--- config.mk ---
export PLATFORM = sky130hd
export DESIGN_NAME = sbph_cfg_regs
export DESIGN_NICKNAME = d
export VERILOG_FILES = /design/src/rtl/spectrum_bar_peak_hold_core_defines.svh /design/src/rtl/sbph_pkg.sv /design/src/rtl/sbph_cfg_regs.sv
export SDC_FILE = /design/constraint.sdc
export NUM_CORES = 1
export LEC_CHECK = 0
export ABC_AREA = 1
export BUFFER_PORTS_ARGS = -buffer_cell sky130_fd_sc_hd__buf_2
export CAP_MARGIN = 0
export CELL_PAD_IN_SITES_DETAIL_PLACEMENT = 1
export CELL_PAD_IN_SITES_GLOBAL_PLACEMENT = 1
export CORE_AREA = 2 2 96 98
export DETAILED_ROUTE_END_ITERATION = 16
export DIE_AREA = 0 0 98 100
export PLACE_DENSITY_LB_ADDON = 0.12
export SYNTH_ARGS = -nofsm -noshare
export SYNTH_HDL_FRONTEND = slang
export SYNTH_SLANG_ARGS = --single-unit
--- constraint.sdc ---
create_clock -name clk -period 1.6 [get_ports clk]
set_clock_uncertainty 0.1 [all_clocks]
set_input_delay 0.16 -clock clk [delete_from_list [all_inputs] [get_ports clk]]
set_output_delay 0.16 -clock clk [all_outputs]
set_load 0.02 [all_outputs]
--- src/rtl/spectrum_bar_peak_hold_core_defines.svh ---
// Assertion macros shared by the spectrum bar peak hold RTL.
`ifndef SPECTRUM_BAR_PEAK_HOLD_CORE_DEFINES_SVH
`define SPECTRUM_BAR_PEAK_HOLD_CORE_DEFINES_SVH

// Same-cycle implication, checked at every clock edge outside reset
`define SBPH_ASSERT_NOW(lbl, ante, cons, msg) \
  lbl: assert property (@(posedge clk) disable iff (rst) (ante) |-> (cons)) \
    else $error(msg);

// Next-cycle implication, checked at every clock edge outside reset
`define SBPH_ASSERT_NEXT(lbl, ante, cons, msg) \
  lbl: assert property (@(posedge clk) disable iff (rst) (ante) |=> (cons)) \
    else $error(msg);

`endif

--- src/rtl/sbph_pkg.sv ---
// Shared types, widths and register codes of the spectrum bar peak hold block.
package sbph_pkg;

  // Field widths
  localparam int BIN_W     = 15;
  localparam int LEVEL_W   = 16;
  localparam int IDX_OUT_W = 6;
  localparam int ROWS_W    = 8;
  localparam int SCALE_W   = 14;
  localparam int DECAY_W   = 14;
  localparam int LOG_EXP_W = 4;
  // Integer part of log2 times scale after the Q8.8 and fraction shifts
  localparam int MAG_Q_W   = LOG_EXP_W + SCALE_W - 8;

  // Parameter defaults
  localparam int COLUMNS_DEF       = 64;
  localparam int LOG_FRAC_BITS_DEF = 8;

  // Configuration port
  localparam int APB_ADDR_W = 5;
  localparam int APB_DATA_W = 32;
  localparam int REG_IDX_W  = APB_ADDR_W - 2;

  localparam logic [REG_IDX_W-1:0] REG_NUM_ROWS   = 3'd0;
  localparam logic [REG_IDX_W-1:0] REG_MAG_SCALE  = 3'd1;
  localparam logic [REG_IDX_W-1:0] REG_BAR_DECAY  = 3'd2;
  localparam logic [REG_IDX_W-1:0] REG_PEAK_DECAY = 3'd3;
  localparam logic [REG_IDX_W-1:0] REG_PEAK_EN    = 3'd4;

  // Reset values
  localparam logic [ROWS_W-1:0]  NUM_ROWS_RST   = 8'd12;
  localparam logic [SCALE_W-1:0] MAG_SCALE_RST  = 14'd480;
  localparam logic [DECAY_W-1:0] BAR_DECAY_RST  = 14'd451;
  localparam logic [DECAY_W-1:0] PEAK_DECAY_RST = 14'd41;
  localparam logic               PEAK_EN_RST    = 1'b1;

  // Register file contents as seen by the datapath
  typedef struct packed {
    logic [ROWS_W-1:0]  num_rows;
    logic [SCALE_W-1:0] mag_scale;
    logic [DECAY_W-1:0] bar_decay;
    logic [DECAY_W-1:0] peak_decay;
    logic               peak_en;
  } sbph_cfg_t;

endpackage

--- src/rtl/sbph_cfg_regs.sv ---
// APB register file for display height, log scale, decays and peak enable.
module sbph_cfg_regs (
  input  logic                              clk,
  input  logic                              rst,
  input  logic                              psel,
  input  logic                              penable,
  input  logic                              pwrite,
  input  logic [sbph_pkg::APB_ADDR_W-1:0]   paddr,
  input  logic [sbph_pkg::APB_DATA_W-1:0]   pwdata,
  output logic [sbph_pkg::APB_DATA_W-1:0]   prdata,
  output logic                              pready,
  output sbph_pkg::sbph_cfg_t               cfg
);
  import sbph_pkg::*;

  logic                 wr_en;
  logic [REG_IDX_W-1:0] reg_idx;

  assign pready  = 1'b1;
  assign wr_en   = psel && penable && pwrite;
  assign reg_idx = paddr[APB_ADDR_W-1:2];

  // Register writes; addresses past the list are ignored
  always_ff @(posedge clk) begin
    if (rst) begin
      cfg.num_rows   <= NUM_ROWS_RST;
      cfg.mag_scale  <= MAG_SCALE_RST;
      cfg.bar_decay  <= BAR_DECAY_RST;
      cfg.peak_decay <= PEAK_DECAY_RST;
      cfg.peak_en    <= PEAK_EN_RST;
    end else if (wr_en) begin
      case (reg_idx)
        REG_NUM_ROWS:   cfg.num_rows   <= pwdata[ROWS_W-1:0];
        REG_MAG_SCALE:  cfg.mag_scale  <= pwdata[SCALE_W-1:0];
        REG_BAR_DECAY:  cfg.bar_decay  <= pwdata[DECAY_W-1:0];
        REG_PEAK_DECAY: cfg.peak_decay <= pwdata[DECAY_W-1:0];
        REG_PEAK_EN:    cfg.peak_en    <= pwdata[0];
        default: ;
      endcase
    end
  end

  // Read back
  always_comb begin
    case (reg_idx)
      REG_NUM_ROWS:   prdata = APB_DATA_W'(cfg.num_rows);
      REG_MAG_SCALE:  prdata = APB_DATA_W'(cfg.mag_scale);
      REG_BAR_DECAY:  prdata = APB_DATA_W'(cfg.bar_decay);
      REG_PEAK_DECAY: prdata = APB_DATA_W'(cfg.peak_decay);
      REG_PEAK_EN:    prdata = APB_DATA_W'(cfg.peak_en);
      default:        prdata = '0;
    endcase
  end

endmodule

After elaboration in Yosys (flattened, before gate mapping)
Cells that the tools add are included.
{"block": "word_totals", "input_bits": 42, "regBits": 51, "out_inout_bits": 84}
{"block": "classes", "mux": 1, "eq_ne": 4, "reduce_logical": 8}
{"op": "case mux 14 bit (5 select lines)", "count": 1}
{"op": "AND reduction 2 bit", "count": 5}
{"op": "== test 3 x 2 -> 1 bit, second input constant", "count": 2}
{"op": "== test 3 x 1 -> 1 bit, second input constant", "count": 1}
{"op": "== test 3 bit, second input constant", "count": 1}
{"op": "logical NOT 3 bit", "count": 1}
{"op": "logical AND 1 bit", "count": 2}

Longest topological paths before layout
{"block": "depth", "ltp_word": 3, "mapped_depth": 9, "depth_no_buf": 7}

Worst setup path after synthesis
Ideal clock, no wire load.
{"block": "synth_path", "path_type": "input-to-output", "startpoint": "in paddr[3] (netlist name)", "endpoint": "out prdata[4] (netlist name)", "t_arrival_ns": 1.063, "setup_slack_ns": 0.277, "path_buffers": 2, "stages": 9, "path_cell_list": "buf_6 inv_1 nand2_1 nor2_1 buf_2 nand2_1 nand2_1 inv_1 nand2_1"}
{"block": "synth_via", "elab_chain_cells": 2, "word_cells_on_any_way": 6, "cone_classes": "eq/ne: 4; mux: 1; reduce/logical: 1"}
{"element": "start: declaration", "line_no": "sbph_cfg_regs.sv:8", "text": "input logic [sbph_pkg::APB_ADDR_W-1:0] paddr,"}
{"element": "== test 3 bit (tied with other cells)", "line_no": "sbph_cfg_regs.sv:45", "text": "case (reg_idx)"}
{"element": "case mux 14 bit (5 select lines) (*)", "line_no": "sbph_cfg_regs.sv:45"}
{"element": "end: declaration", "line_no": "sbph_cfg_regs.sv:10", "text": "output logic [sbph_pkg::APB_DATA_W-1:0] prdata,"}
Mark *: on every way between the ends. The rest lies on a longest branch, timed or not.

Worst setup path after layout
{"block": "layout_path", "startpoint": "in paddr[4] (netlist name)", "endpoint": "out prdata[5] (netlist name)"}
The elaborated chain is that of the path after synthesis.

==> reports/qor.yml <==
die-area_mm2: 0.009800
port_buffers: 86
grt_pass1_vias: 2720
synth_top_family_by_area: "simple AND/OR/NAND/NOR gates"
seq_area_frac_synth_pct: 39.67
stdcell_count: 628
placed_area_mm2: 0.003189
antenna_found_initial: 0
worst_ir_drop_vdd_mv: 0.3507
crit_slowest_cell: "buf_4"
slew_violations: 0
path_cells: "buf_2, clkinvlp_4, nand2_1, nor2_4, buf_4, a21oi_1, nand2_1, buf_2"
nets: 559
min_period_over_period_pct: 93.58
powerDensity_mw_per_mm2: 752.8
syn_area_mm2: 0.002574
drc_errors: 0
firstDrtPassIters: 4
cts_sinks: 51
path_max_fanout: 9
tns_ns: 0
grt_pass1_wl_um: 13590
finalSetupViolCount: 0
synth_fa_ha_area_share_pct: 0
fin_crit_ns: 1.497
diodes: 0
gr-total-overflow: 0
drive_gt1_share_pct: 24.18
clockBufferDepth: 2
gp_congestion: 0.7707
initial_core_util_pct: 28.95
end_kind: "primary output"
rsz0062_at_grt: "no"
synth_compound_area_share_pct: 1.556
drt_iter0_drc: 50
largest_reg_flops: 51
area_growth_syn_to_layout_pct: 32.62
critical_path_arrival_ns: 1.24
synth_seq_cells: 51
htreeDepth: 2
synth_edf_count: 0
cts_made_buffers: 5
synth_area_leader_cell: "dfxtp_1"
grtUsageTotal_pct: 17.21
ys_types: 16
fp.coreArea_mm2: 0.008890
pre_cts_ws_ns: 0.04766
top_register: "cfg"
final_cell_area_mm2: 0.003413
timing.rr.end: "cfg[12]$_SDFFE_PP0P_"
synth_top_area_share_pct: 39.67
viasPerCell: 4.422
hold_path_depth: 3
dp_cells: 612
clkTransAtPathRegs_ns: 0.09
hold_viol: 0
grt_max_degree: 52
max_stage_delay_ns: 0.18
insertion_delay_ns: 0.30
fmax_ghz: 0.6679
reg_top3: "cfg: 51 flops"
ys_warn_count: 0
min-delay-start: "pwdata[5]"
critPathKind: "in -> out"
r2r_setup_slack_ns: 0.87
yosys.area_share.simple_pct: 43.75
synth.avg_cell_area_um2: 6.232
p_leak_uw: 0.001780
muxShareOfSynthArea_pct: 0
reg2regPathDepth: 2
io_pins: 126
syn_inst: 413
worst_setup_path_start_kind: "input port"
cts_tree: "done"
synth_commonest_cells: "nand2_1, nor2_1, dfxtp_1, nand3_1, inv_1"
fin_util_pct: 38.40
cts_root_buffer: "clkbuf_8"
ys_top_cells_by_area: "dfxtp_1, nand2_1, nor2_1"
finalWorstSetupSlack_ns: 0.1028
status: "finished clean"
dp_hpwl_um: 6068
async_reset_ff_share_pct: 0
wl_per_cell_um: 13.47
die_h_um: 100
synth_xor_area_share_pct: 0
vias: 2777
hp-class: "in -> reg"
final_antenna_net_count: 0
cp.required_ns: 1.34
synthMostInstantiatedCell: "nand2_1"
whs_endpoint: "cfg[34]$_SDFFE_PP1P_"
routed_wl_um: 8459
max_cap_violations: 0
r2r-start: "cfg[12]$_SDFFE_PP0P_"
die_w_um: 98
ys.flop_type: "dfxtp_1"
rows: 35
logic make-up after synthesis:
| kind of cell | after synthesis |
|---|---|
| compound gates | 8 |
| other cells | 2 |
| simple gates | 278 |
| flops | 51 |
| buf+inv | 74 |
cell type report:
type	instances	area [µm²]
flip-flops and latches	51	1021
inverters	37	146.4
multi-input cells	305	1252
clock inverters	1	30.03
repair buffers	117	752.0
fillers	1220	5477
clock buffers	6	72.57
well taps	111	138.9
report_power, final:
| part | leakage [µW] | switching, µW | total [µW] | internal (µW) |
|---|---|---|---|---|
| sequential | 0.000412 | 12.7 | 1300 | 1280 |
| combinational | 0.00132 | 252 | 380 | 128 |
| clock | 0.0000513 | 432 | 892 | 460 |
| total | 0.00178 | 697 | 2570 | 1870 |
cells in the final DEF (no fill, tap or decap), drive strengths merged:
cell	count
nand4	2
nor2	90
nand3	52
bufinv	1
buf	110
clkdlybuf4s15	1
dlygate4sd3	6
a21oi	7
clkinvlp	2
dfxtp	51
conb	19
clkbuf	6
o21ai	1
clkinv	1
nand2	134
inv	34
worst max-delay path by stage:
| stage | slack (ns) | from | cells past startpoint | end |
|---|---|---|---|---|
| 2_1_floorplan | 0.28 | paddr[3] | 9 | prdata[4] |
| 3_3_place_gp | 0.07 | paddr[4] | 10 | prdata[4] |
| 3_5_place_dp | 0.05 | paddr[4] | 10 | prdata[4] |
| 4_1_cts | 0.05 | paddr[4] | 10 | prdata[4] |
| 5_1_grt | 0.003 | paddr[4] | 10 | prdata[4] |
| 6_report | 0.10 | paddr[4] | 8 | prdata[5] |
repair_timing:
item / in CTS / in global routing
hold endpoints to repair: 9 / 0
setup endpoints to repair: 0 / 3
setup buffers: 0 / 2
gates resized for setup: 0 / 6
hold buffers: 6 / 0
per-layer routing:
layer | part of all wire, % | wire length (µm) | GRT usage (%) | vias up
li1 | - | - | - | 1423
met3 | 4.1 | 351 | 2.855 | 7
met1 | 47 | 4005 | 22.25 | 1283
met2 | 48 | 4020 | 30.14 | 64
met5 | 0 | 0 | 0 | -
met4 | 0.96 | 81 | 4.060 | 0
worst max-delay path: cells and delay by family:
kind	cells	cell delay (ns)
AO/OA/AOI/OAI	1	0.15
buffers and inverters	4	0.66
AND/OR/NAND/NOR	3	0.27
through the flow:
step | hold slack [ns] | total power [µW]
after floorplan | 0.1861 | 1580
after detailed placement | 0.3022 | 1685
after global placement | 0.2913 | 1680
final | 0.02607 | 2569
after CTS | 0.02113 | 2601
after global routing | 0.03656 | 2693
Power figures use the tool's default switching activity.
