File: config.mk
export PLATFORM = sky130hd
export DESIGN_NAME = sbph_log2
export DESIGN_NICKNAME = d
export VERILOG_FILES = /design/src/rtl/spectrum_bar_peak_hold_core_defines.svh /design/src/rtl/sbph_pkg.sv /design/src/rtl/sbph_log2.sv
export SDC_FILE = /design/constraint.sdc
export NUM_CORES = 2
export LEC_CHECK = 0
export ABC_AREA = 1
export BUFFER_PORTS_ARGS = -buffer_cell sky130_fd_sc_hd__buf_2
export CORE_ASPECT_RATIO = 0.8
export CORE_MARGIN = 2
export CORE_UTILIZATION = 50
export CTS_BUF_LIST = sky130_fd_sc_hd__clkbuf_16
export DETAILED_ROUTE_END_ITERATION = 6
export GPL_TIMING_DRIVEN = 0
export PLACE_DENSITY = 0.65
export REMOVE_ABC_BUFFERS = 1
export SYNTH_ARGS = -nofsm -noshare
export SYNTH_HDL_FRONTEND = slang
export SYNTH_SLANG_ARGS = --single-unit
File: constraint.sdc
create_clock -name clk -period 8.9 [get_ports clk]
set_input_delay 0 -clock clk [delete_from_list [all_inputs] [get_ports clk]]
set_output_delay 0 -clock clk [all_outputs]
set_load 0.01 [all_outputs]
File: src/rtl/spectrum_bar_peak_hold_core_defines.svh
// Assertion macros shared by the spectrum bar peak hold RTL.
`ifndef SPECTRUM_BAR_PEAK_HOLD_CORE_DEFINES_SVH
`define SPECTRUM_BAR_PEAK_HOLD_CORE_DEFINES_SVH

// Same-cycle implication, checked at every clock edge outside reset
`define SBPH_ASSERT_NOW(lbl, ante, cons, msg) \
  lbl: assert property (@(posedge clk) disable iff (rst) (ante) |-> (cons)) \
    else $error(msg);

// Next-cycle implication, checked at every clock edge outside reset
`define SBPH_ASSERT_NEXT(lbl, ante, cons, msg) \
  lbl: assert property (@(posedge clk) disable iff (rst) (ante) |=> (cons)) \
    else $error(msg);

`endif

File: src/rtl/sbph_pkg.sv
// Shared types, widths and register codes of the spectrum bar peak hold block.
package sbph_pkg;

  // Field widths
  localparam int BIN_W     = 15;
  localparam int LEVEL_W   = 16;
  localparam int IDX_OUT_W = 6;
  localparam int ROWS_W    = 8;
  localparam int SCALE_W   = 14;
  localparam int DECAY_W   = 14;
  localparam int LOG_EXP_W = 4;
  // Integer part of log2 times scale after the Q8.8 and fraction shifts
  localparam int MAG_Q_W   = LOG_EXP_W + SCALE_W - 8;

  // Parameter defaults
  localparam int COLUMNS_DEF       = 64;
  localparam int LOG_FRAC_BITS_DEF = 8;

  // Configuration port
  localparam int APB_ADDR_W = 5;
  localparam int APB_DATA_W = 32;
  localparam int REG_IDX_W  = APB_ADDR_W - 2;

  localparam logic [REG_IDX_W-1:0] REG_NUM_ROWS   = 3'd0;
  localparam logic [REG_IDX_W-1:0] REG_MAG_SCALE  = 3'd1;
  localparam logic [REG_IDX_W-1:0] REG_BAR_DECAY  = 3'd2;
  localparam logic [REG_IDX_W-1:0] REG_PEAK_DECAY = 3'd3;
  localparam logic [REG_IDX_W-1:0] REG_PEAK_EN    = 3'd4;

  // Reset values
  localparam logic [ROWS_W-1:0]  NUM_ROWS_RST   = 8'd12;
  localparam logic [SCALE_W-1:0] MAG_SCALE_RST  = 14'd480;
  localparam logic [DECAY_W-1:0] BAR_DECAY_RST  = 14'd451;
  localparam logic [DECAY_W-1:0] PEAK_DECAY_RST = 14'd41;
  localparam logic               PEAK_EN_RST    = 1'b1;

  // Register file contents as seen by the datapath
  typedef struct packed {
    logic [ROWS_W-1:0]  num_rows;
    logic [SCALE_W-1:0] mag_scale;
    logic [DECAY_W-1:0] bar_decay;
    logic [DECAY_W-1:0] peak_decay;
    logic               peak_en;
  } sbph_cfg_t;

endpackage

File: src/rtl/sbph_log2.sv
// Pipelined fixed-point log2: leading-one stage, then one squaring stage per fraction bit.
module sbph_log2 #(
  parameter int FRAC_BITS = sbph_pkg::LOG_FRAC_BITS_DEF,
  parameter int TAG_W     = 7
) (
  input  logic                                   clk,
  input  logic                                   rst,
  input  logic                                   en,
  input  logic                                   in_valid,
  input  logic [sbph_pkg::BIN_W-1:0]             value,
  input  logic [TAG_W-1:0]                       in_tag,
  output logic                                   out_valid,
  output logic [sbph_pkg::LOG_EXP_W+FRAC_BITS-1:0] log_val,
  output logic                                   out_zero,
  output logic [TAG_W-1:0]                       out_tag
);
  import sbph_pkg::*;

  localparam int MW = BIN_W;   // mantissa Q1.14

  logic [LOG_EXP_W-1:0] norm_exp;
  logic [MW-1:0]        norm_mant;

  logic                 vld_q  [0:FRAC_BITS];
  logic [MW-1:0]        mant_q [0:FRAC_BITS];
  logic [FRAC_BITS-1:0] frac_q [0:FRAC_BITS];
  logic [LOG_EXP_W-1:0] exp_q  [0:FRAC_BITS];
  logic                 zero_q [0:FRAC_BITS];
  logic [TAG_W-1:0]     tag_q  [0:FRAC_BITS];

  logic [2*MW-1:0]      sq_full [1:FRAC_BITS];
  logic [MW:0]          sq_top  [1:FRAC_BITS];
  logic [MW-1:0]        sq_mant [1:FRAC_BITS];
  logic                 sq_bit  [1:FRAC_BITS];

  // Leading one and normalisation to Q1.14
  always_comb begin
    norm_exp = '0;
    for (int i = 0; i < BIN_W; i++) begin
      if (value[i]) norm_exp = LOG_EXP_W'(i);
    end
    norm_mant = MW'(value << (LOG_EXP_W'(BIN_W - 1) - norm_exp));
  end

  // One squaring per stage; integer part of the square is the next fraction bit
  always_comb begin
    for (int k = 1; k <= FRAC_BITS; k++) begin
      sq_full[k] = (2*MW)'(mant_q[k-1]) * (2*MW)'(mant_q[k-1]);
      sq_top[k]  = sq_full[k][2*MW-1:MW-1];
      sq_bit[k]  = sq_top[k][MW];
      sq_mant[k] = sq_bit[k] ? sq_top[k][MW:1] : sq_top[k][MW-1:0];
    end
  end

  // Stage valids
  always_ff @(posedge clk) begin
    if (rst) begin
      for (int k = 0; k <= FRAC_BITS; k++) vld_q[k] <= 1'b0;
    end else if (en) begin
      vld_q[0] <= in_valid;
      for (int k = 1; k <= FRAC_BITS; k++) vld_q[k] <= vld_q[k-1];
    end
  end

  // Stage payload
  always_ff @(posedge clk) begin
    if (en) begin
      mant_q[0] <= norm_mant;
      frac_q[0] <= '0;
      exp_q[0]  <= norm_exp;
      zero_q[0] <= (value == '0);
      tag_q[0]  <= in_tag;
      for (int k = 1; k <= FRAC_BITS; k++) begin
        mant_q[k] <= sq_mant[k];
        frac_q[k] <= {frac_q[k-1][FRAC_BITS-2:0], sq_bit[k]};
        exp_q[k]  <= exp_q[k-1];
        zero_q[k] <= zero_q[k-1];
        tag_q[k]  <= tag_q[k-1];
      end
    end
  end

  assign out_valid = vld_q[FRAC_BITS];
  assign log_val   = {exp_q[FRAC_BITS], frac_q[FRAC_BITS]};
  assign out_zero  = zero_q[FRAC_BITS];
  assign out_tag   = tag_q[FRAC_BITS];

endmodule

Word-level counts from Yosys, hierarchy flattened
Memories as Yosys holds them, arrays and structs flattened.
Cells that the tools add are included.
{ "word_totals": {"register_bits": 0, "mem_bits_rw": 324, "in_bits": 26, "out_inout_bits": 21, "wordCells": 63, "n_memories": 6} }
{ "classes": {"add_sub_neg": 1, "multipliers": 8, "n_shift": 1, "muxes": 37, "n_bitwise": 9, "reduce_logical": 1} }
{ "memory_table": {"columns": ["name", "depth", "width", "read_ports", "rd_ports_with_merged_regs", "write_ports", "line_no", "rtl"], "rows": [
  ["mant_q", 9, 15, 8, 0, 9, "sbph_log2.sv:25", "logic [MW-1:0] mant_q [0:FRAC_BITS];"],
  ["frac_q", 9, 8, 9, 0, 9, "sbph_log2.sv:26", "logic [FRAC_BITS-1:0] frac_q [0:FRAC_BITS];"],
  ["tag_q", 9, 7, 9, 0, 9, "sbph_log2.sv:29", "logic [TAG_W-1:0] tag_q [0:FRAC_BITS];"],
  ["exp_q", 9, 4, 9, 0, 9, "sbph_log2.sv:27", "logic [LOG_EXP_W-1:0] exp_q [0:FRAC_BITS];"],
  ["vld_q", 9, 1, 9, 0, 9, "sbph_log2.sv:24", "logic vld_q [0:FRAC_BITS];"],
  ["zero_q", 9, 1, 9, 0, 9, "sbph_log2.sv:28", "logic zero_q [0:FRAC_BITS];"]
]} }
{ "op_table": {"columns": ["cell", "count"], "rows": [
  ["multiplier 15 x 15 -> 30 bit", 8],
  ["2-to-1 mux 15 bit", 8],
  ["2-to-1 mux 4 bit", 13],
  ["2-to-1 mux 1 bit", 16],
  ["zero test 15 bit", 1],
  ["left shift 15 x 4 -> 15 bit", 1],
  ["bitwise OR 1 bit", 9],
  ["subtractor 4 bit (first input constant)", 1]
]} }

Depth between registers and ports, before layout
{ "depth": {"depth_word": 16, "ltp_mapped": 30, "depth_no_buf": 28} }

Least setup slack after synthesis
OpenSTA, ideal clock, no wires.
{ "synth_timing": {"path_type": "flip-flop to flip-flop", "from": "mem mant_q[0][57] in the netlist's numbering", "to": "mem mant_q[0][67] in the netlist's numbering (data pin)", "setup_time_ps": 253, "arrival_time_ps": 5548, "required_time_ps": 8647, "slack_ps": 3099, "stages_incl_launch_ff": 24, "path_buffers": 3, "synth_period_minus_slack_ps": 5801, "path_cell_list": "edfxtp_1 clkbuf_1 clkbuf_1 nand2_1 fa_1 fa_1 inv_1 fa_1 fa_1 fa_1 inv_1 fa_1 inv_1 ha_1 a21oi_1 a21boi_1 o21ai_0 nand2_1 nand3_2 a21o_4 xor2_4 buf_6 nand2_1 nand2_1"} }
{ "synth_rtl": {"columns": ["element", "line_no"], "rows": [
  ["from (decl)", "sbph_log2.sv:25"]
]} }

==> results.sh <==
export IMPL_dieHeight_um=311.5
export IMPL_crit_top_cell="fa_1"
export IMPL_port_buffers=46
export IMPL_antenna_found_initial=1
export IMPL_synth_top_cell_area_share=0.3665
export IMPL_cts_made_buffers=37
export IMPL_status="complete, no violations"
export IMPL_cp_end_kind="flop"
export IMPL_rows=112
export IMPL_cts_setup_buffers=0
export IMPL_num_io_pins=47
export IMPL_synthTopCellsByArea="fa_1 (37%), ha_1 (15%), edfxtp_1 (14%)"
export IMPL_cts_path_max_buffers=3
export IMPL_slew_violations=0
export IMPL_core_area_mm2=0.1169
export IMPL_maxCapViolations=0
export IMPL_num_vias=40490
export IMPL_startpoint_type="flop"
export IMPL_ys_types=58
export IMPL_n_antenna_cell=0
export IMPL_synth_edf_count=273
export IMPL_worst_slew_pin_slew_ns=0.8432
export IMPL_synth_most_common_cell="inv_1"
export IMPL_synthTopCellsByCount="inv_1 (2,020), nand2_1 (1,450), fa_1 (1,082), ha_1 (724), edfxtp_1 (273)"
export IMPL_die_x_um=388.4
export IMPL_final_nets=8581
export IMPL_rsz0062_at_grt="no"
export IMPL_maxSlewHeadroom=0.4379
export IMPL_netlist_area_mm2=0.05910
export IMPL_grt_ovfl_total=0
export IMPL_wirelength_um=115100
export IMPL_clock_root_buffer="clkbuf_16"
export IMPL_holdWs_ns=0.08139
export IMPL_arrival_ns=6.79
export IMPL_drcViolationCount=0
export IMPL_crit_end="mant_q[0][35]"
export IMPL_final_setup_worst_slack_ns=2.440
export IMPL_path_max_fanout=17
export IMPL_setup_viol_count_final=0
export IMPL_hpwl_um=95220
export IMPL_dr_pass1_iters=5
export IMPL_finalCriticalPeriod_ns=6.460
export IMPL_synth_ff_type="edfxtp_1"
export IMPL_yosysTopAreaCell="fa_1"
export IMPL_routed_via_density=4.868
export IMPL_n_fill_cell=10810
export IMPL_stdcell_count=8317
export IMPL_syn_inst=6784
export IMPL_grt_first_pass_wirelength_um=205800
export IMPL_hold_violations=0
export IMPL_worstSetupStartpoint="mant_q[0][27]"
export IMPL_cts_clk_slew_worst_paths_ns=0.06
export IMPL_crit_required_ns=9.23
export IMPL_cts_tree="yes"
export IMPL_place_gp_congestion=0.8643
export IMPL_initial_utilization=0.5057
export IMPL_track_usage=0.2030
export IMPL_period_share=0.7258
export IMPL_r2r_end="mant_q[0][35]"
export IMPL_dp_cells=8209
export IMPL_syn_area_per_cell_um2=8.712
export IMPL_slowest_delay_ns=0.83
export IMPL_rr_worst_depth=21
export IMPL_dp_slack_ns=2.429
export IMPL_final_setup_tns_ns=0
export IMPL_clock_latency_ns=0.63
export IMPL_postCtsHoldBufs=40
export IMPL_grt_max_degree=108
export IMPL_drtIter0Drc=2040
export IMPL_async_reset_ff_frac=0
export IMPL_ys_warn_count=0
export IMPL_die_area_mm2=0.1210
export IMPL_rrSetupSlack_ns=2.44
export IMPL_drive_gt1_frac=0.02641
export IMPL_detail_route_antenna_nets=0
export IMPL_cts_repair_resized=0
export IMPL_htree_levels=2
export IMPL_grt_pass1_vias=43580
export IMPL_fmax_mhz=154.8
export IMPL_skew_ns=0.04204
export IMPL_critPathSlowestCell="edfxtp_1"
export IMPL_syn_to_final_growth_pct=5.462
export IMPL_worst_hold_path_type="input pin to flop"
export IMPL_path_cells="nand2_1, fa_1, fa_1, inv_1, fa_1, fa_1, fa_1, inv_1, fa_1, inv_1, ha_1, nand2_1, inv_1, a21oi_1, o21ai_1, a221oi_2, nand2_1, nand2_1, nand2_2, inv_2, o21ai_0"
export IMPL_ys_seq_elements=273
export IMPL_wire_per_inst_um=13.84
export IMPL_yosysSeqAreaShare=0.1387
export IMPL_clock_sinks=273
export IMPL_worstSetupPathType="flop to flop"
export IMPL_r2r_start="mant_q[0][27]"
worst min path at each step:
| stage | slack [ns] | cells past startpoint | end | startpoint |
|---|---|---|---|---|
| 2_1_floorplan | 0.1 | 0 | tag_q[0][0] | in_tag[0] |
| 3_3_place_gp | 0.18 | 1 | tag_q[0][0] | in_tag[0] |
| 3_5_place_dp | 0.18 | 1 | tag_q[0][3] | in_tag[3] |
| 4_1_cts | 0.01 | 7 | mant_q[0][8] | value[3] |
| 5_1_grt | 0.09 | 2 | tag_q[0][6] | in_tag[6] |
| 6_report | 0.08 | 7 | mant_q[0][9] | value[3] |
metal layers:
layer / wire length (um) / GRT usage / up-vias / share of wire
li1: - / - / 20000 / -
met1: 56160 / 0.2970 / 19700 / 0.49
met2: 52200 / 0.3292 / 675 / 0.45
met3: 5065 / 0.02361 / 109 / 0.044
met4: 1680 / 0.03520 / 2 / 0.015
met5: 13 / 0 / - / 0.00011
critical path: cells and delay by family (launching register included):
family          cells  cell delay [ns]
compound gates      4             0.74
fa+ha+maj           7             3.44
buf+inv             5             0.47
flops               1             0.83
simple gates        5             0.68
cell type report:
class	count	area, um2	area share
Inverter	2030	7622	0.1223
Clock buffer	37	925.9	0.01485
Clock inverter	31	399.1	0.006403
Sequential cell	273	8198	0.1315
Multi-Input combinational cell	4319	42570	0.6829
Tap cell	1539	1926	0.03089
Timing Repair Buffer	88	695.7	0.01116
cell usage in the layout (no fill, tap or decap), types with 6 or more instances in the layout:
cell	instances
a21boi_1	7
a21o_1	15
a21oi_1	212
a31oi_1	10
buf_2	45
bufinv_16	6
clkbuf_16	37
clkinv_4	6
dlygate4sd3_1	40
edfxtp_1	273
fa_1	1082
ha_1	724
inv_1	2023
inv_2	8
nand2_1	1450
nand2_2	12
nand3_1	123
nand4_1	23
nor2_1	180
nor3_1	25
o211ai_1	10
o21a_1	15
o21ai_0	100
o21ai_1	34
o21bai_1	29
o31ai_1	10
or2_2	15
xnor2_1	53
xor2_1	132
registers in the layout, summed over array words and instances (netlist names):
name and count:
exp_q 36, frac_q 36, mant_q 120, tag_q 63
vld_q 9, zero_q 9
metrics by stage:
step                      area, um2  utilization
after detailed placement      60610       0.5186
after CTS                     62330       0.5333
after global placement        60540       0.5180
after floorplan               58390            -
final                         62330       0.5333
after global routing          62330       0.5333
cell families after synthesis:
group	count (synthesis)	share of synthesized area
AO/OA/AOI/OAI	467	0.04573
buffers and inverters	2192	0.1411
adder cells (fa/ha/maj)	1806	0.5198
AND/OR/NAND/NOR	1857	0.1256
XOR/XNOR	189	0.02909
flip-flops	273	0.1387
Power is not shown: default switching activity piles up to over one toggle a cycle in this logic, so the estimate is an artifact.
