File: config.mk
export PLATFORM = sky130hd
export DESIGN_NAME = sbph_level_store
export DESIGN_NICKNAME = d
export VERILOG_FILES = /design/src/rtl/spectrum_bar_peak_hold_core_defines.svh /design/src/rtl/sbph_pkg.sv /design/src/rtl/sbph_level_store.sv
export SDC_FILE = /design/constraint.sdc
export NUM_CORES = 2
export LEC_CHECK = 0
export BUFFER_PORTS_ARGS = -buffer_cell sky130_fd_sc_hd__buf_2
export CAP_MARGIN = 25
export CELL_PAD_IN_SITES_DETAIL_PLACEMENT = 0
export CELL_PAD_IN_SITES_GLOBAL_PLACEMENT = 1
export CORE_ASPECT_RATIO = 1.1
export CORE_UTILIZATION = 56
export DETAILED_ROUTE_END_ITERATION = 8
export MAX_ROUTING_LAYER = met4
export PLACE_DENSITY = 0.88
export SYNTH_ARGS = -nofsm -noshare
export SYNTH_HDL_FRONTEND = slang
export SYNTH_SLANG_ARGS = --single-unit
File: constraint.sdc
create_clock -name clk -period 12.7 [get_ports clk]
set_input_delay 1.905 -clock clk [delete_from_list [all_inputs] [get_ports clk]]
set_output_delay 1.905 -clock clk [all_outputs]
set_load 0.01 [all_outputs]
File: src/rtl/spectrum_bar_peak_hold_core_defines.svh
// Assertion macros shared by the spectrum bar peak hold RTL.
`ifndef SPECTRUM_BAR_PEAK_HOLD_CORE_DEFINES_SVH
`define SPECTRUM_BAR_PEAK_HOLD_CORE_DEFINES_SVH

// Same-cycle implication, checked at every clock edge outside reset
`define SBPH_ASSERT_NOW(lbl, ante, cons, msg) \
  lbl: assert property (@(posedge clk) disable iff (rst) (ante) |-> (cons)) \
    else $error(msg);

// Next-cycle implication, checked at every clock edge outside reset
`define SBPH_ASSERT_NEXT(lbl, ante, cons, msg) \
  lbl: assert property (@(posedge clk) disable iff (rst) (ante) |=> (cons)) \
    else $error(msg);

`endif

File: src/rtl/sbph_pkg.sv
// Shared types, widths and register codes of the spectrum bar peak hold block.
package sbph_pkg;

  // Field widths
  localparam int BIN_W     = 15;
  localparam int LEVEL_W   = 16;
  localparam int IDX_OUT_W = 6;
  localparam int ROWS_W    = 8;
  localparam int SCALE_W   = 14;
  localparam int DECAY_W   = 14;
  localparam int LOG_EXP_W = 4;
  // Integer part of log2 times scale after the Q8.8 and fraction shifts
  localparam int MAG_Q_W   = LOG_EXP_W + SCALE_W - 8;

  // Parameter defaults
  localparam int COLUMNS_DEF       = 64;
  localparam int LOG_FRAC_BITS_DEF = 8;

  // Configuration port
  localparam int APB_ADDR_W = 5;
  localparam int APB_DATA_W = 32;
  localparam int REG_IDX_W  = APB_ADDR_W - 2;

  localparam logic [REG_IDX_W-1:0] REG_NUM_ROWS   = 3'd0;
  localparam logic [REG_IDX_W-1:0] REG_MAG_SCALE  = 3'd1;
  localparam logic [REG_IDX_W-1:0] REG_BAR_DECAY  = 3'd2;
  localparam logic [REG_IDX_W-1:0] REG_PEAK_DECAY = 3'd3;
  localparam logic [REG_IDX_W-1:0] REG_PEAK_EN    = 3'd4;

  // Reset values
  localparam logic [ROWS_W-1:0]  NUM_ROWS_RST   = 8'd12;
  localparam logic [SCALE_W-1:0] MAG_SCALE_RST  = 14'd480;
  localparam logic [DECAY_W-1:0] BAR_DECAY_RST  = 14'd451;
  localparam logic [DECAY_W-1:0] PEAK_DECAY_RST = 14'd41;
  localparam logic               PEAK_EN_RST    = 1'b1;

  // Register file contents as seen by the datapath
  typedef struct packed {
    logic [ROWS_W-1:0]  num_rows;
    logic [SCALE_W-1:0] mag_scale;
    logic [DECAY_W-1:0] bar_decay;
    logic [DECAY_W-1:0] peak_decay;
    logic               peak_en;
  } sbph_cfg_t;

endpackage

File: src/rtl/sbph_level_store.sv
// Per-bar level and peak memories with decay, raise to magnitude and write forwarding.
module sbph_level_store #(
  parameter int COLUMNS = sbph_pkg::COLUMNS_DEF,
  parameter int IW      = (COLUMNS > 1) ? $clog2(COLUMNS) : 1
) (
  input  logic                          clk,
  input  logic                          rst,
  input  logic                          en,
  input  logic [IW-1:0]                 rd_idx,
  input  logic                          cur_valid,
  input  logic [IW-1:0]                 cur_idx,
  input  logic [sbph_pkg::ROWS_W-1:0]   mag,
  input  sbph_pkg::sbph_cfg_t           cfg,
  output logic [sbph_pkg::LEVEL_W-1:0]  bar_lvl,
  output logic [sbph_pkg::LEVEL_W-1:0]  peak_lvl
);
  import sbph_pkg::*;

  logic [LEVEL_W-1:0] bar_mem  [0:COLUMNS-1];
  logic [LEVEL_W-1:0] peak_mem [0:COLUMNS-1];
  logic [COLUMNS-1:0] bar_vld;
  logic [COLUMNS-1:0] peak_vld;

  logic [LEVEL_W-1:0] rd_bar_q, rd_peak_q;
  logic               rd_bar_vld_q, rd_peak_vld_q;

  logic               fwd_valid_q;
  logic [IW-1:0]      fwd_idx_q;
  logic [LEVEL_W-1:0] fwd_bar_q, fwd_peak_q;

  logic               fwd_hit;
  logic [LEVEL_W-1:0] base_bar, base_peak, mag_q88;
  logic               wr_en;

  function automatic logic [LEVEL_W-1:0] decay_raise(input logic [LEVEL_W-1:0] lvl,
                                                      input logic [DECAY_W-1:0] dec,
                                                      input logic [LEVEL_W-1:0] floor_lvl);
    logic [LEVEL_W-1:0] dec_ext;
    logic [LEVEL_W-1:0] dropped;
    dec_ext = LEVEL_W'(dec);
    dropped = (lvl > dec_ext) ? lvl - dec_ext : '0;
    return (floor_lvl > dropped) ? floor_lvl : dropped;
  endfunction

  assign wr_en = en && cur_valid;

  // Old value: the last word written wins over the memory read
  assign fwd_hit   = fwd_valid_q && (fwd_idx_q == cur_idx);
  assign base_bar  = fwd_hit ? fwd_bar_q  : (rd_bar_vld_q  ? rd_bar_q  : '0);
  assign base_peak = fwd_hit ? fwd_peak_q : (rd_peak_vld_q ? rd_peak_q : '0);
  assign mag_q88   = {mag, 8'h00};

  // Drop, clip at zero, lift to magnitude; peaks frozen when disabled
  assign bar_lvl  = decay_raise(base_bar, cfg.bar_decay, mag_q88);
  assign peak_lvl = cfg.peak_en ? decay_raise(base_peak, cfg.peak_decay, mag_q88)
                                : base_peak;

  // Entry valid bits stand in for clearing the memories at reset
  always_ff @(posedge clk) begin
    if (rst) begin
      bar_vld  <= '0;
      peak_vld <= '0;
    end else if (wr_en) begin
      bar_vld[cur_idx] <= 1'b1;
      if (cfg.peak_en) peak_vld[cur_idx] <= 1'b1;
    end
  end

  // Memory write and registered read, one bar ahead of use
  always_ff @(posedge clk) begin
    if (wr_en) begin
      bar_mem[cur_idx] <= bar_lvl;
      if (cfg.peak_en) peak_mem[cur_idx] <= peak_lvl;
    end
    if (en) begin
      rd_bar_q      <= bar_mem[rd_idx];
      rd_peak_q     <= peak_mem[rd_idx];
      rd_bar_vld_q  <= bar_vld[rd_idx];
      rd_peak_vld_q <= peak_vld[rd_idx];
    end
  end

  // Forward register for read-after-write on back-to-back bars
  always_ff @(posedge clk) begin
    if (rst) begin
      fwd_valid_q <= 1'b0;
    end else if (en) begin
      fwd_valid_q <= cur_valid;
    end
  end

  always_ff @(posedge clk) begin
    if (wr_en) begin
      fwd_idx_q  <= cur_idx;
      fwd_bar_q  <= bar_lvl;
      fwd_peak_q <= peak_lvl;
    end
  end

endmodule

# Word level (Yosys, flattened, before mapping)
# Memories as Yosys holds them, arrays and structs flattened. A register that Yosys moved wholly into a read port is not among the register bits.
# Cells that the tools add are included.
[op_classes]
eq_ne = 1
bitwise_logic = 2
addsub = 2
reduce_logical = 4
mux = 20
order_cmp = 7
[op_table]
columns = ["operator", "count"]
rows = [
  ["$mux 16", 9],
  ["$or 64x64->64", 2],
  ["$gt 16x14->1", 2],
  ["$gt 16x16->1", 2],
  ["$sub 16x14->16", 2],
  ["$lt 6x7->1 const B", 2],
  ["$bmux 1 s6", 2],
  ["$mux 1", 8],
  ["$demux 1 s6", 1],
  ["$eq 6x6->1", 1],
  ["$ge 6x1->1 const B", 1],
  ["$logic_and 1x1->1", 3],
  ["$reduce_and 2->1", 1],
]
[word_totals]
ram_bits = 2048
memories = 2
output_inout_bits = 32
reg_bits = 169
in_bits = 75
[mem_list]
columns = ["name", "depth", "width", "read_ports", "rd_ports_with_merged_regs", "wr", "line", "source"]
rows = [
  ["bar_mem", 64, 16, 1, 1, 1, "sbph_level_store.sv:19", "logic [LEVEL_W-1:0] bar_mem [0:COLUMNS-1];"],
  ["peak_mem", 64, 16, 1, 1, 1, "sbph_level_store.sv:20", "logic [LEVEL_W-1:0] peak_mem [0:COLUMNS-1];"],
]

# Depth between registers and ports, before layout
[logic_depth]
word_depth = 8
ltp_mapped = 28
ltp_nobuf = 23

# Worst setup path before layout
# OpenSTA, ideal clock, no wires.
[synth_path]
path_type = "input-to-output"
start = "input cur_idx[0]"
end = "output peak_lvl[13] in the netlist's numbering"
slack_ns = 1.241
stages = 26
required_ns = 10.795
n_path_buf = 5
arrival_time_ns = 9.554
path_cell_list = "buf_2 -> xnor2_1 -> nand4_1 -> nor4_4 -> buf_2 -> clkbuf_1 -> nor2_1 -> a21oi_1 -> ha_1 -> inv_1 -> fa_1 -> nand3_1 -> nand2_1 -> a311oi_2 -> o31ai_2 -> a21o_1 -> buf_2 -> nand2_1 -> mux2_2 -> ha_1 -> nand4_1 -> or2_2 -> nor4_1 -> a311oi_2 -> buf_6 -> a311oi_1"
[synth_between]
elab_chain_cells = 8
[synth_rtl]
columns = ["item", "line", "source"]
rows = [
  ["from (decl)", "sbph_level_store.sv:11", "input logic [IW-1:0] cur_idx,"],
  ["$eq 6x6->1 *", "sbph_level_store.sv:48", "assign fwd_hit = fwd_valid_q && (fwd_idx_q == cur_idx);"],
  ["$logic_and 1x1->1 *", "sbph_level_store.sv:48", ""],
  ["$mux 16 *", "sbph_level_store.sv:50", "assign base_peak = fwd_hit ? fwd_peak_q : (rd_peak_vld_q ? rd_peak_q : '0);"],
  ["$sub 16x14->16 / $gt 16x14->1 (equally long branches)", "sbph_level_store.sv:41", "dropped = (lvl > dec_ext) ? lvl - dec_ext : '0;"],
  ["$mux 16", "sbph_level_store.sv:41", ""],
  ["$gt 16x16->1", "sbph_level_store.sv:42", "return (floor_lvl > dropped) ? floor_lvl : dropped;"],
  ["$mux 16", "sbph_level_store.sv:42", ""],
  ["$mux 16 *", "sbph_level_store.sv:55", "assign peak_lvl = cfg.peak_en ? decay_raise(base_peak, cfg.peak_decay, mag_q88)"],
  ["to (decl)", "sbph_level_store.sv:15", "output logic [sbph_pkg::LEVEL_W-1:0] peak_lvl"],
]
# Every way passes the cells marked *; elsewhere a longest branch is shown, timed or not.

# Final worst setup path
[layout_path]
start = "input cur_idx[2]"
end = "output bar_lvl[13] in the netlist's numbering"
[layout_between]
elab_chain_cells = 7
[layout_rtl]
columns = ["item", "line", "source"]
rows = [
  ["$eq 6x6->1 *", "sbph_level_store.sv:48", ""],
  ["$logic_and 1x1->1 *", "sbph_level_store.sv:48", ""],
  ["$mux 16 *", "sbph_level_store.sv:49", "assign base_bar = fwd_hit ? fwd_bar_q : (rd_bar_vld_q ? rd_bar_q : '0);"],
  ["$sub 16x14->16 / $gt 16x14->1 (equally long branches)", "sbph_level_store.sv:41", ""],
  ["$mux 16 *", "sbph_level_store.sv:41", ""],
  ["$gt 16x16->1", "sbph_level_store.sv:42", ""],
  ["$mux 16 *", "sbph_level_store.sv:42", ""],
  ["to (decl)", "sbph_level_store.sv:14", "output logic [sbph_pkg::LEVEL_W-1:0] bar_lvl,"],
]
# Marked as above.

==> impl_metrics.json <==
{
  "synth-warning-count": 0,
  "numClockSinks": 2249,
  "fin_crit_ns": 10.95,
  "power_leakage_nw": 31.8,
  "postCtsSetupRepairBufs": 0,
  "layoutNonFillerInstCount": 6592,
  "pin_count": 107,
  "net_total_in_the_final_layout": 4456,
  "area_of_placed_instances_sq_um": 92500,
  "finalSetupViolations": 0,
  "final_layout_size_suffix_gt1_share_pct": 32.5,
  "starting_drc_count_in_detailed_routing": 7086,
  "die-area_sq_um": 159000,
  "clock_tree.root_cell": "sky130_fd_sc_hd__clkbuf_16",
  "global_route_wire_length_before_repair_um": 329000,
  "worstPathMaxFanout": 68,
  "layout_common_cells": "sky130_fd_sc_hd__edfxtp_1 (2120), sky130_fd_sc_hd__mux4_2 (702), sky130_fd_sc_hd__nor2_1 (294)",
  "worstPathRequired_ns": 10.80,
  "area_growth_synth_to_finish_pct": 12.7,
  "grt_pass1_vias": 45300,
  "vias_per_cell": 6.83,
  "critical_path_class": "primary input to primary output",
  "slew_violations": 0,
  "synthCells": 4073,
  "achievable-frequency_mhz": 91.3,
  "deepest_clock_path_buffer_count": 3,
  "initial_core_util_pct": 56.4,
  "grt_antenna_before_repair": 14,
  "synth.lib_cells_used.distinct": 63,
  "chipHeight_um": 418,
  "vias_after_detailed_routing": 45000,
  "core_area_sq_um": 156000,
  "syn_nets": 4194,
  "setup.worst_path.end_class": "primary output",
  "cp-start-kind": "primary input",
  "detail_route.first_pass.iterations": 7,
  "synthesis.area_sq_um": 88000,
  "place.detailed.instances": 6208,
  "gp_congestion": 0.888,
  "drc": 0,
  "synth_sequential_area_ratio_pct": 75.3,
  "floorplan.rows": 152,
  "final_design_area_no_fill_sq_um": 99200,
  "ys_async_sr_fraction_pct": 0,
  "setup-tns-final_ns": 0,
  "ant_nets": 0,
  "status": "completed",
  "wirelength_routed_um": 232000,
  "avgRoutedWirePerCell_um": 35.2,
  "layout.cells.most_common": "sky130_fd_sc_hd__edfxtp_1",
  "layout.filler_cells": 9599,
  "postSynth.topFlopCell": "sky130_fd_sc_hd__edfxtp_1",
  "total_number_of_h_tree_levels": 4,
  "numPortBuffers": 84,
  "max-cap-violations": 0,
  "dp.final_hpwl_um": 124000,
  "ctsHoldBuffers": 0,
  "final.setup_skew_ns": 0.0376,
  "irDropWorstVdd_v": 0.000138,
  "overflow": 0,
  "worstMarginPinSlew_ns": 1.13,
  "count_of_instances_resized_after_the_clock_tree_is_built": 0,
  "pin_count_of_the_biggest_net_entering_global_routing": 146,
  "synth.avg_cell_area_sq_um": 21.6,
  "clk_latency_ns": 0.86,
  "pwr_density_cell_nw_per_um2": 155,
  "chipWidth_um": 380,
  "postSynthRegisterBits": 2249,
  "grt_usage_pct": 30.4,
  "grt_setup_unrepaired": "no",
  "post-route-period-util_pct": 86.3,
  "clkSlewWorstSetupHoldPaths_ns": 0.06,
  "numCtsBuffers": 195,
  "holdCritPathClass": "flip-flop to flip-flop",
  "max-slew-margin-rel_pct": 24.7,
  "power.total_mw": 15.4,
  "cts_tree": "yes",
  "finalHoldViolations": 0,
  "final_util_pct": 63.6,
  "synth-edff-count": 2120,
  "crit_arrival_ns": 9.05
}
## path summary, 6_finish.rpt
check	from	endpoint	slack (ns)	cells after the start
setup reg to reg	fwd_idx_q[4]	bar_mem[49][13]	4.79	22
setup / recovery	cur_idx[2]	bar_lvl[13]	1.75	23
hold / removal	bar_vld[62]	bar_vld[62]	0.47	2
hold reg to reg	bar_vld[62]	bar_vld[62]	0.47	2
## where the power goes
part	internal [mW]	switching (mW)	leakage, nW	total, mW
sequential	8.28	0.0129	20.5	8.29
combinational	0.352	0.710	8.11	1.06
clock	3.36	2.66	3.16	6.02
total	12.0	3.38	31.8	15.4
## cell families (layout without fill, tap and decap cells)
kind of cell	count (synthesis)	in the layout	share of synthesized area, %
buffers and inverters	264	693	1.25
other	0	11	0
multiplexers	754	754	18.6
flip-flops	2249	2249	75.3
adder cells (fa/ha/maj)	46	46	0.671
AND/OR/NAND/NOR	583	583	2.79
XOR/XNOR	24	24	0.239
AO/OA/AOI/OAI	153	153	1.15
## routing by layer
layer | GRT usage [%] | up-vias | wire [um] | part of all wire [%]
met3 | 8.26 | 584 | 30000 | 13
met5 | - | - | 0 | 0
met2 | 46.8 | 3496 | 113000 | 49
met1 | 38.5 | 23500 | 78800 | 34
met4 | 12.8 | 0 | 10400 | 4.5
li1 | - | 17400 | - | -
## metrics by stage
step           hold WS [ns]  setup WS [ns]
3_5_place_dp          0.458           1.89
2_1_floorplan         0.435           1.24
6_report              0.469           1.75
5_1_grt               0.488           1.36
4_1_cts               0.472           1.71
3_3_place_gp          0.443           2.03
## critical path, stage by stage
cell and delay (ns):
sky130_fd_sc_hd__buf_2 0.28, sky130_fd_sc_hd__xnor2_1 0.17, sky130_fd_sc_hd__nand4_1 0.18, sky130_fd_sc_hd__nor4_4 0.24, sky130_fd_sc_hd__buf_12 0.32, sky130_fd_sc_hd__a21oi_1 0.15, sky130_fd_sc_hd__ha_1 0.25, sky130_fd_sc_hd__fa_1 0.45
sky130_fd_sc_hd__nor2b_1 0.20, sky130_fd_sc_hd__o31a_1 0.23, sky130_fd_sc_hd__o31a_1 0.20, sky130_fd_sc_hd__o21ai_0 0.21, sky130_fd_sc_hd__a221o_1 0.45, sky130_fd_sc_hd__nand2_1 0.23, sky130_fd_sc_hd__o21ai_0 0.27, sky130_fd_sc_hd__ha_1 0.38
sky130_fd_sc_hd__nand4_1 0.10, sky130_fd_sc_hd__nor2_1 0.21, sky130_fd_sc_hd__o2111ai_1 0.15, sky130_fd_sc_hd__o41ai_1 0.54, sky130_fd_sc_hd__nand2_1 0.62, sky130_fd_sc_hd__o2bb2ai_4 0.91, sky130_fd_sc_hd__buf_2 0.29
## state kept, by name, summed over array words and instances, names as in the netlist
register	count
bar_mem	1024
peak_mem	1024
bar_vld	64
peak_vld	64
fwd_bar_q	16
fwd_peak_q	16
rd_bar_q	16
rd_peak_q	16
fwd_idx_q	6
fwd_valid_q	1
rd_bar_vld_q	1
rd_peak_vld_q	1
## cells in the mapped netlist (9+ instances only)
| master | instances | area share (%) |
|---|---|---|
| sky130_fd_sc_hd__a21o_1 | 16 | 0.14 |
| sky130_fd_sc_hd__a21oi_1 | 25 | 0.14 |
| sky130_fd_sc_hd__buf_1 | 23 | 0.098 |
| sky130_fd_sc_hd__buf_2 | 71 | 0.40 |
| sky130_fd_sc_hd__clkbuf_1 | 125 | 0.53 |
| sky130_fd_sc_hd__dfxtp_1 | 129 | 2.9 |
| sky130_fd_sc_hd__edfxtp_1 | 2120 | 72 |
| sky130_fd_sc_hd__ha_1 | 44 | 0.63 |
| sky130_fd_sc_hd__inv_1 | 42 | 0.18 |
| sky130_fd_sc_hd__mux2_2 | 20 | 0.26 |
| sky130_fd_sc_hd__mux2i_1 | 32 | 0.36 |
| sky130_fd_sc_hd__mux4_2 | 702 | 18 |
| sky130_fd_sc_hd__nand2_1 | 101 | 0.43 |
| sky130_fd_sc_hd__nand4_1 | 9 | 0.064 |
| sky130_fd_sc_hd__nor2_1 | 352 | 1.5 |
| sky130_fd_sc_hd__nor2b_1 | 10 | 0.071 |
| sky130_fd_sc_hd__nor3_1 | 67 | 0.38 |
| sky130_fd_sc_hd__o21ai_0 | 47 | 0.27 |
| sky130_fd_sc_hd__o21ai_1 | 13 | 0.074 |
| sky130_fd_sc_hd__xnor2_1 | 10 | 0.10 |
| sky130_fd_sc_hd__xor2_1 | 14 | 0.14 |
## cell type report
class	count	area, sq um	share of cell area [%]
diodes	11	27.5	0.0278
clock buffers	243	5270	5.31
clock inverters	121	1180	1.19
inverters	42	160	0.162
multi-input cells	1560	21400	21.6
flip-flops and latches	2249	66200	66.8
well taps	2079	2600	2.62
repair buffers	287	2290	2.31
(Power assumes the default switching activity.)
